===== src/design/sem_pkg.sv =====
// ---------------------------------------------------------------------------
// sem_pkg: shared types and constants
// Sizes, register indexes and controller/datapath interface structs.
// ---------------------------------------------------------------------------
`timescale 1ns / 1ps
`default_nettype none

package sem_pkg;

  localparam int MAX_WIDTH  = 1024;
  localparam int MAX_HEIGHT = 4096;

  localparam int COL_W   = $clog2(MAX_WIDTH);       // column position
  localparam int WID_W   = COL_W + 1;               // width register
  localparam int ROW_W   = $clog2(MAX_HEIGHT);      // output row
  localparam int HGT_W   = ROW_W + 1;               // height register, input row
  localparam int PIX_W   = 8;
  localparam int GRAD_W  = 11;
  localparam int SQ_W    = 20;
  localparam int RAD_W   = SQ_W + 1;
  localparam int MAG_W   = 8;
  localparam int CFG_W   = 13;

  localparam logic [HGT_W-1:0] IN_ROW_SAT = {HGT_W{1'b1}};

  typedef enum logic [0:0] {
    REG_IMAGE_WIDTH  = 1'b0,
    REG_IMAGE_HEIGHT = 1'b1
  } cfg_reg_e;

  typedef struct packed {
    logic take;       // latch pixel, read line stores
    logic upd;        // write lines, shift window, step positions
    logic grad;       // register gradients
    logic sq;         // register squares
    logic root_init;  // load square root unit
    logic root_step;  // one square root iteration
    logic load;       // load output register
  } sem_cmd_t;

  typedef struct packed {
    logic emit;
    logic root_done;
    logic out_stall;
  } sem_status_t;

endpackage

`default_nettype wire


===== src/design/sem_ctrl.sv =====
// ---------------------------------------------------------------------------
// sem_ctrl: per-beat sequencer
// Steps a beat through read, update and, on a result, gradient, square, root.
// ---------------------------------------------------------------------------
`timescale 1ns / 1ps
`default_nettype none

module sem_ctrl import sem_pkg::*; (
  input  wire logic        clk_i,
  input  wire logic        rst_ni,
  input  wire logic        in_valid_i,
  output logic             in_ready_o,
  output logic             cfg_ready_o,
  input  wire sem_status_t status_i,
  output sem_cmd_t         cmd_o
);

  typedef enum logic [6:0] {
    S_IDLE = 7'b0000001,
    S_UPD  = 7'b0000010,
    S_GRAD = 7'b0000100,
    S_SQ   = 7'b0001000,
    S_INIT = 7'b0010000,
    S_ROOT = 7'b0100000,
    S_OUT  = 7'b1000000
  } state_e;

  state_e state_q, state_d;

  always_comb begin
    state_d     = state_q;
    cmd_o       = '0;
    in_ready_o  = 1'b0;
    cfg_ready_o = 1'b0;
    case (state_q)
      S_IDLE: begin
        in_ready_o  = 1'b1;
        cfg_ready_o = ~in_valid_i;
        if (in_valid_i) begin
          cmd_o.take = 1'b1;
          state_d    = S_UPD;
        end
      end
      S_UPD: begin
        cmd_o.upd = 1'b1;
        state_d   = status_i.emit ? S_GRAD : S_IDLE;
      end
      S_GRAD: begin
        cmd_o.grad = 1'b1;
        state_d    = S_SQ;
      end
      S_SQ: begin
        cmd_o.sq = 1'b1;
        state_d  = S_INIT;
      end
      S_INIT: begin
        cmd_o.root_init = 1'b1;
        state_d         = S_ROOT;
      end
      S_ROOT: begin
        cmd_o.root_step = 1'b1;
        if (status_i.root_done) begin
          state_d = S_OUT;
        end
      end
      S_OUT: begin
        if (!status_i.out_stall) begin
          cmd_o.load = 1'b1;
          state_d    = S_IDLE;
        end
      end
      default: begin
        state_d = S_IDLE;
      end
    endcase
  end

  always_ff @(posedge clk_i or negedge rst_ni) begin
    if (!rst_ni) begin
      state_q <= S_IDLE;
    end else begin
      state_q <= state_d;
    end
  end

endmodule

`default_nettype wire


===== config.mk =====
export PLATFORM = sky130hd
export DESIGN_NAME = sem_ctrl
export DESIGN_NICKNAME = d
export VERILOG_FILES = /design/src/design/sem_pkg.sv /design/src/design/sem_ctrl.sv
export SDC_FILE = /design/constraint.sdc
export NUM_CORES = 1
export LEC_CHECK = 0
export ABC_AREA = 1
export BUFFER_PORTS_ARGS = -buffer_cell sky130_fd_sc_hd__buf_2
export CAP_MARGIN = 20
export CORE_AREA = 10 10 47 49
export CTS_CLUSTER_DIAMETER = 80
export DETAILED_ROUTE_END_ITERATION = 7
export DIE_AREA = 0 0 57 59
export MAX_ROUTING_LAYER = met4
export PLACE_DENSITY_LB_ADDON = 0.15
export SLEW_MARGIN = 20
export SYNTH_ARGS = -nofsm -noshare
export SYNTH_HDL_FRONTEND = slang
export SYNTH_SLANG_ARGS = --single-unit

===== constraint.sdc =====
create_clock -name clk_i -period 1.6 [get_ports clk_i]
set_clock_uncertainty 0.15 [all_clocks]
set_input_delay 0.16 -clock clk_i [delete_from_list [all_inputs] [get_ports clk_i]]
set_output_delay 0.16 -clock clk_i [all_outputs]
set_load 0.02 [all_outputs]

==> out/metrics.csv <==
stage,metric,value,unit
worst_setup_path,Critical Path Sink Type,output pin,
placement,routability congestion estimate,0.780,
floorplan,die outline width,57,µm
layout,number of flip-flops under the largest register name,7,
synth,Synth Instances,64,
floorplan,total I/O pin count,15,
routing,First-pass DRT Iterations,4,
synth,post-synthesis cell type with the largest combined area,sky130_fd_sc_hd__dfrtp_1,
grt,vias in the first global route,510,
placement,number of port buffers,14,
floorplan,core box area,1400,µm²
worst_setup_path,number of cell instances on the worst register-to-register path,7,
clocking,source-to-sink clock delay at the later pin of the worst-skew pair,0.26,ns
worst_setup_path,"setup slack, reg-to-reg",0.17,ns
routing,post-DR wirelength/cell,10.9,µm
power_and_ir_drop,areal power density over the cells,1310,nW/µm²
worst_setup_path,maximum fanout count along the critical path,5,
synth,"top cells by area, synth","sky130_fd_sc_hd__dfrtp_1, sky130_fd_sc_hd__inv_1, sky130_fd_sc_hd__nor2_4",
clocking,clock tree from TritonCTS,done,
synth,Post-Synthesis Mean Instance Area,7.51,µm²
timing,setup repair after global routing missed its margin,true,
status,outcome,finished clean,
grt,GRT Residual Overflow,0,
synth,post-synthesis net count,70,
grt,number of antenna violations at the first check in global routing,0,
synth,number of warnings issued by yosys,0,
routing,drt drc,0,
routing,Detail Route Antenna Nets,0,
placement,total instance count after detailed placement,94,
layout,layout filler cell count,144,
hold_path,"Endpoint, Worst Hold",state_q[2]$_DFFE_PN0P_,
hold_path,startpoint of the tightest hold check path,status_i[2],
clocking,clock buffer count from CTS,3,
synth,post-synth design cell area,480,µm²
timing,number of setup violations in the final report,0,
timing,minimum clock period,1.59,ns
timing,worst relative slew slack,0.860,
clocking,root buffer cell,sky130_fd_sc_hd__clkbuf_4,
layout,non-filler instance count after layout,111,
power_and_ir_drop,leakage power,0.000467,µW
power_and_ir_drop,Max VDD drop,638,µV
routing,initial detailed-routing violation count,3,
flow_run,count of max-cap constraint violations,0,
routing,vias per std cell,4.31,
grt,Total Routing Usage GR,0.0820,
worst_setup_path,reg2reg end,state_q[6]$_DFFE_PN0P_,
layout,fraction of layout instances using a drive strength above 1,0.663,
timing,Highest Clock Rate,0.630,GHz
layout,sequential cell area,176,µm²
layout,Multi-input gate area,262,µm²
routing,"wirelength, routed",1210,µm
timing,fin crit share,0.991,
hold_path,classification of the worst-slack hold path,in2reg,
layout,largest register by flop count,state_q,
clocking,maximum count of clock buffers along a single path,2,
synth,synth unique cells,15,
timing,count of pins over their slew limit,0,
layout,total inserted antenna cells,0,
routing,count of vias placed by the detailed router,478,
floorplan,effective utilization at floorplan,0.343,
timing,number of failing hold endpoints at the final stage,0,
grt,pin count of the biggest net entering global routing,8,
clocking,sink count of the clock tree,7,
hold_path,WHS Path Cells,3,
worst_setup_path,startpoint of the most critical register-to-register path,state_q[0]$_DFFE_PN1P_,
grt,global-route wire length before repair,2120,µm
layout,signed area change from the synthesized netlist to the final layout,61.2,%
worst_setup_path,data required time at the worst endpoint,1.29,ns
clocking,clock transition at the registers of the reported paths,0.05,ns
floorplan,die footprint,3360,µm²
floorplan,count of standard-cell rows,14,
placement,half-perimeter wire length after detailed placement,849,µm
timing,worst slew pin tran,0.209,ns
layout,Final #Nets,102,
worst_setup_path,arrival time of data at the critical path endpoint,1.28,ns
layout,leading registers by flop count,state_q: 7 flops,
power_and_ir_drop,total power after layout,1020,µW
worst_setup_path,critical path class,reg2out,
floorplan,vertical extent of the die,59,µm
synth,portion of synthesized cell area occupied by the leading cell type,0.313,
worst_setup_path,Worst setup SP type,register,
synth,"flops & latches, synth",7,
clocking,H-tree lvl count,1,
synth,sequential element share of the synthesized area,0.367,
-- cells in the final DEF, fill, tap and decap left out, drive strengths merged --
master	n
buf	26
clkbuf	4
dfrtp	6
dfstp	1
dlygate4sd3	1
inv	20
nand2	14
nand3	7
nor2	13
nor3	2
o21ai	1
-- metal layers --
layer / global-route usage / up-vias / share of wire / wire length [µm]
met5: - / - / 0 / 0
met4: 0.0235 / 0 / 0.0066 / 8
met3: 0.0494 / 2 / 0.073 / 89
met2: 0.129 / 12 / 0.49 / 594
met1: 0.0850 / 218 / 0.43 / 520
li1: - / 246 / - / -
-- metrics by stage --
stage / util / hold slack (ns) / area (µm²) / TNS (ns) / worst slack [ns]
2_1_floorplan: - / -0.286 / 480 / 0 / 0.181
3_3_place_gp: 0.407 / -0.146 / 571 / 0 / 0.202
3_5_place_dp: 0.407 / -0.145 / 571 / 0 / 0.176
4_1_cts: 0.501 / 0.00426 / 702 / -0.0293 / -0.0293
5_1_grt: 0.553 / 0.00178 / 774 / -0.415 / -0.0910
6_report: 0.553 / 0.00504 / 774 / 0 / 0.0136
-- cells in the mapped netlist, drive strengths merged --
cell / number
nand3: 7
o21ai: 1
inv: 20
dfrtp: 6
dfstp: 1
nand2: 14
nor3: 2
nor2: 13
-- area by class of cell --
cell class,instances,area share
multi-input cells,37,0.338
repair buffers,27,0.275
flip-flops and latches,7,0.228
inverters,20,0.100
clock buffers,4,0.0339
well taps,16,0.0258
-- worst max-delay path by stage --
stage | startpoint | slack, ns | to | cells after the start
5_1_grt | state_q[4]$_DFFE_PN0P_ | -0.09 | cmd_o[6] | 6
6_report | state_q[5]$_DFFE_PN0P_ | 0.01 | cmd_o[6] | 6
2_1_floorplan | state_q[0]$_DFFE_PN1P_ | 0.18 | cmd_o[6] | 4
4_1_cts | state_q[5]$_DFFE_PN0P_ | -0.03 | cmd_o[6] | 6
3_3_place_gp | state_q[0]$_DFFE_PN1P_ | 0.20 | cmd_o[6] | 5
3_5_place_dp | state_q[0]$_DFFE_PN1P_ | 0.18 | cmd_o[6] | 5
-- cell families (layout without fill, tap and decap cells) --
group | count (synthesis) | count (layout) | share of synthesized area
simple gates | 36 | 36 | 0.461
flops | 7 | 7 | 0.367
buf+inv | 20 | 51 | 0.161
compound gates | 1 | 1 | 0.0104
-- critical path: stages, from the launching register on --
cell	delay (ns)
sky130_fd_sc_hd__dfrtp_1	0.39
sky130_fd_sc_hd__inv_2	0.07
sky130_fd_sc_hd__nand2_4	0.06
sky130_fd_sc_hd__nor2_4	0.18
sky130_fd_sc_hd__nand2_2	0.10
sky130_fd_sc_hd__nor2_2	0.10
sky130_fd_sc_hd__buf_6	0.12
-- repair_timing --
action	4_1_cts	5_1_grt
resized for setup	11	17
endpoints found under the setup margin	9	9
hold endpoints to repair	7	0
hold buffers	1	0
pin swaps	9	7
setup buffers	8	4
-- report_power, final --
part           total, µW  switching [µW]  internal [µW]  leakage, µW
clock network        163            67.7           95.3    0.0000150
logic                613             332            281     0.000359
registers            242            24.9            217    0.0000932
total               1020             425            593     0.000467
Power figures use the tool's default switching activity.
